<file path="config.mk">
export PLATFORM = sky130hd
export DESIGN_NAME = nps3d_ctrl
export DESIGN_NICKNAME = d
export VERILOG_FILES = /design/src/rtl/nps3d_pkg.sv /design/src/rtl/nps3d_ctrl.sv
export SDC_FILE = /design/constraint.sdc
export NUM_CORES = 1
export LEC_CHECK = 0
export BUFFER_PORTS_ARGS = -buffer_cell sky130_fd_sc_hd__buf_2
export CORE_MARGIN = 10
export CORE_UTILIZATION = 57
export DETAILED_ROUTE_END_ITERATION = 10
export PLACE_DENSITY = 0.83
export SYNTH_ARGS = -nofsm -noshare
export SYNTH_HDL_FRONTEND = slang
export SYNTH_SLANG_ARGS = --single-unit
export TNS_END_PERCENT = 5
</file>
<file path="constraint.sdc">
create_clock -name clk -period 2.2 [get_ports clk]
set_input_delay 0.44 -clock clk [delete_from_list [all_inputs] [get_ports clk]]
set_output_delay 0.44 -clock clk [all_outputs]
set_load 0.01 [all_outputs]
</file>
<file path="src/rtl/nps3d_pkg.sv">
package nps3d_pkg;

    localparam int MAX_POINTS = 256;
    localparam int IDX_W      = $clog2(MAX_POINTS);
    localparam int CNT_W      = $clog2(MAX_POINTS + 1);
    localparam int COORD_W    = 16;
    localparam int SQ_W       = 2 * COORD_W;
    localparam int DIST_W     = 34;
    localparam int POINT_W    = 3 * COORD_W;

    localparam logic [1:0] OP_CLEAR = 2'd0;
    localparam logic [1:0] OP_LOAD  = 2'd1;
    localparam logic [1:0] OP_QUERY = 2'd2;

    typedef struct packed {
        logic [1:0]                 opcode;
        logic signed [COORD_W-1:0]  coord_x;
        logic signed [COORD_W-1:0]  coord_y;
        logic signed [COORD_W-1:0]  coord_z;
    } nps3d_in_t;

    typedef struct packed {
        logic               found;
        logic [7:0]         nearest_index;
        logic [DIST_W-1:0]  nearest_sq_distance;
    } nps3d_out_t;

    typedef enum logic [1:0] {
        ST_IDLE,
        ST_SCAN,
        ST_DRAIN,
        ST_DONE
    } nps3d_state_t;

    typedef struct packed {
        logic             wr_en;
        logic             rd_en;
        logic             start;
        logic             out_load;
        logic [IDX_W-1:0] addr;
    } nps3d_cmd_t;

    typedef struct packed {
        logic busy;
        logic out_free;
    } nps3d_status_t;

endpackage

</file>
<file path="src/rtl/nps3d_ctrl.sv">
module nps3d_ctrl
    import nps3d_pkg::*;
(
    input  logic          clk,
    input  logic          rst_n,
    input  logic          in_valid,
    output logic          in_ready,
    input  logic [1:0]    opcode,
    input  nps3d_status_t status,
    output nps3d_cmd_t    cmd
);

    nps3d_state_t     state_reg;
    nps3d_state_t     state_next;
    logic [CNT_W-1:0] count_reg;
    logic [CNT_W-1:0] count_next;
    logic [CNT_W-1:0] scan_idx_reg;
    logic [CNT_W-1:0] scan_idx_next;
    logic             not_full;

    assign not_full = (count_reg < CNT_W'(MAX_POINTS));

    always_ff @(posedge clk or negedge rst_n)
    begin
        if (!rst_n)
        begin
            state_reg    <= ST_IDLE;
            count_reg    <= '0;
            scan_idx_reg <= '0;
        end
        else
        begin
            state_reg    <= state_next;
            count_reg    <= count_next;
            scan_idx_reg <= scan_idx_next;
        end
    end

    always_comb
    begin
        state_next = state_reg;
        unique case (state_reg)
            ST_IDLE:
            begin
                if (in_valid && (opcode == OP_QUERY))
                begin
                    state_next = (count_reg == '0) ? ST_DONE : ST_SCAN;
                end
            end
            ST_SCAN:
            begin
                if ((scan_idx_reg + CNT_W'(1)) == count_reg)
                begin
                    state_next = ST_DRAIN;
                end
            end
            ST_DRAIN:
            begin
                if (!status.busy)
                begin
                    state_next = ST_DONE;
                end
            end
            ST_DONE:
            begin
                if (status.out_free)
                begin
                    state_next = ST_IDLE;
                end
            end
            default:
            begin
                state_next = ST_IDLE;
            end
        endcase
    end

    always_comb
    begin
        in_ready      = 1'b0;
        cmd           = '0;
        count_next    = count_reg;
        scan_idx_next = scan_idx_reg;
        cmd.addr      = count_reg[IDX_W-1:0];
        unique case (state_reg)
            ST_IDLE:
            begin
                in_ready = 1'b1;
                if (in_valid)
                begin
                    unique case (opcode)
                        OP_CLEAR:
                        begin
                            count_next = '0;
                        end
                        OP_LOAD:
                        begin
                            if (not_full)
                            begin
                                cmd.wr_en  = 1'b1;
                                count_next = count_reg + CNT_W'(1);
                            end
                        end
                        OP_QUERY:
                        begin
                            cmd.start     = 1'b1;
                            scan_idx_next = '0;
                        end
                        default:
                        begin
                            count_next = count_reg;
                        end
                    endcase
                end
            end
            ST_SCAN:
            begin
                cmd.rd_en     = 1'b1;
                cmd.addr      = scan_idx_reg[IDX_W-1:0];
                scan_idx_next = scan_idx_reg + CNT_W'(1);
            end
            ST_DRAIN:
            begin
                cmd.out_load = 1'b0;
            end
            ST_DONE:
            begin
                cmd.out_load = status.out_free;
            end
            default:
            begin
                cmd.out_load = 1'b0;
            end
        endcase
    end

    assert property (@(posedge clk) disable iff (!rst_n)
        count_reg <= CNT_W'(MAX_POINTS))
        else $error("Point count exceeds capacity.");

    assert property (@(posedge clk) disable iff (!rst_n)
        (state_reg == ST_SCAN) |-> (scan_idx_reg < count_reg))
        else $error("Scan address beyond the stored points.");

    assert property (@(posedge clk) disable iff (!rst_n)
        (state_reg == ST_DONE) |-> !status.busy)
        else $error("Result taken while the distance pipeline is busy.");

    assert property (@(posedge clk) disable iff (!rst_n)
        (state_reg == ST_SCAN) |=> (count_reg == $past(count_reg)))
        else $error("Point count changed during a scan.");

endmodule

</file>
==> metrics.md <==
| Metric | Value |
|---|---|
| Vias | 1329 |
| Synthesized area per cell | 8.77 um^2 |
| CTS tree | yes |
| IO Count | 20 |
| Hold Crit Class | in2async |
| Top-count cell post-synth | dfrtp_1 |
| Root Buffer | clkbuf_4 |
| GR Util All Layers | 14.1% |
| Cell taking the most area after synthesis | dfrtp_1 |
| Syn_nets | 187 |
| Synth async-reset ratio | 100% |
| WL/cell | 16.5 um |
| Status | completed |
| Clock transition at the registers of the reported paths | 0.12 ns |
| Worst reg2reg setup slack | 0.10 ns |
| Fin crit share | 99.2% |
| Synth top area cells | dfrtp_1 33%, o21ai_0 6.3%, ha_1 5.8% |
| CTS H-Tree Depth | 1 |
| Syn. warnings | 0 |
| Register area | 503 um^2 |
| Pwr Density | 1050 nW/um^2 |
| Critical Path End Type | output pin |
| WP data required | 1.76 ns |
| FF-to-FF path depth | 7 |
| Slew headroom | 68.5% |
| Post-Syn Area | 1520 um^2 |
| Initial antenna violation count | 0 |
| Pleak | 0.802 nW |
| Initial Util | 60.7% |
| CTS sink count | 20 |
| Largest net degree at the start of global routing | 21 |
| Post-layout net count | 207 |
| Critical path startpoint | state_reg[1] |
| Postcts setup bufs | 0 |
| Worst slew pin tran | 0.472 ns |
| Area Growth Syn to Fin | 10.6% |
| Die H | 71.6 um |
| Via density | 5.99 |
| First-pass GRT wire length | 6090 um |
| DRC Markers | 0 |
| Ys flop type | dfrtp_1 |
| Max-cap violations | 0 |
| Drt pass-1 iters | 4 |
| Fin. Hold Viols | 0 |
| Worst skew pair latency | 0.31 ns |
| TNS Setup | 0 ns |
| Crit path max fanout | 3 |
| Mapped Cells | 173 |
| DIE WIDTH | 71.6 um |
| RSZ-0062 raised after global routing | yes |
| Share of cells above drive strength 1 | 23.4% |
| CTS Buf Count | 3 |
| Crit Reg-Reg Endpoint | state_reg[1] |
| Antenna Nets Post-Route | 0 |
| CTS Buffer Depth | 2 |
| Post-synth EDFFs | 0 |
| Final cell count without fillers | 222 |
| Rows | 18 |
| Post-DP HPWL | 2740 um |
| Flops & latches, synth | 20 |
| Routed wire length | 3670 um |
| Yosys cell types | 42 |
| Post-cts hold buffer count | 0 |
| PortBufs | 19 |
| Top cells by count, synth | 20 x dfrtp_1, 19 x o21ai_0, 15 x nor2_1 |
| Grt total ovfl | 0 |
| Placed cell count | 218 |
| Fmax | 458 MHz |
| Setup CP Type | reg2out |
| Placeable Area | 2500 um^2 |
| Synth top area share | 33.0% |
| Crit path launch type | flop |
| Multi-input logic area | 920 um^2 |
| WP data arrival | 1.74 ns |
| Worst-case clock skew | 0.00164 ns |
| Peak VDD IR | 701 uV |
| Inserted Diodes | 0 |
| Setup violations, final | 0 |
| Final Critical Period | 2.18 ns |
| Post_cts resized | 2 |
| Slew Limit Fails | 0 |
| Reg2reg start | scan_idx_reg[1] |
| Gpl congestion | 0.996 |
| Register area share after synthesis | 33.0% |
| Die ar. | 5120 um^2 |
| Vias in the first global route | 1307 |
| DRT iter0 DRCs | 110 |
| FILL cells | 198 |
==> how the worst max path moves through the flow <==
stage / end / depth (start not counted)
detailed placement: state_reg[1] / 6
global placement: state_reg[0] / 6
finish: cmd[11] / 5
floorplan: state_reg[0] / 8
CTS: cmd[7] / 4
global route: cmd[11] / 5
==> stage by stage <==
step                setup WS [ns]  utilization (%)  hold slack (ns)  cell area [um^2]  total power [mW]
finish                     0.0170             67.1           0.0626              1680              1.77
global route              -0.0948             67.1           0.0828              1680              1.89
CTS                        0.0546             66.7           0.0770              1670              1.75
detailed placement          0.129             65.0            0.430              1620              1.52
global placement            0.189             65.0            0.414              1620              1.48
floorplan                   0.159                -            0.144              1520              1.22
==> worst max-delay path, cell delays in order, from the launching register on <==
cell	delay (ns)
dfrtp_1	0.42
inv_1	0.14
ha_1	0.24
nand3b_1	0.17
nor3b_2	0.27
buf_2	0.18
==> placed cells by master, fill, tap and decap left out, types with 7 or more instances in the layout <==
cell type	n
inv_1	7
nand3_1	7
buf_2	19
a21oi_1	12
o21ai_0	19
nand2_1	12
xor2_1	9
buf_4	8
and3_1	7
dfrtp_1	18
nor2_1	15
==> cell type report <==
cell class,instances,share of cell area (%)
tap,30,2.24
clock buffer,4,2.16
inverter,7,1.57
timing repair buffer,27,9.25
sequential,20,30.0
multi-input combinational,134,54.8
==> power by group <==
group	switching, mW	total [mW]	leakage [nW]	internal, mW
registers	0.104	0.544	0.265	0.440
logic	0.546	0.997	0.516	0.451
clock network	0.123	0.224	0.0210	0.101
==> cell families after synthesis <==
family / after synthesis / synth area share [%]
flops: 20 / 33.0
fa+ha+maj: 7 / 5.78
mux: 8 / 5.78
buf+inv: 19 / 7.34
compound gates: 44 / 18.0
xor+xnor: 14 / 8.09
simple gates: 61 / 22.0
==> metal layers <==
layer / routed length, um / track usage [%]
met2: 1870 / 24.5
met5: 0 / 0
met1: 1620 / 17.3
met3: 170 / 2.07
met4: 19 / 4.73
Power figures use the tool's default switching activity.
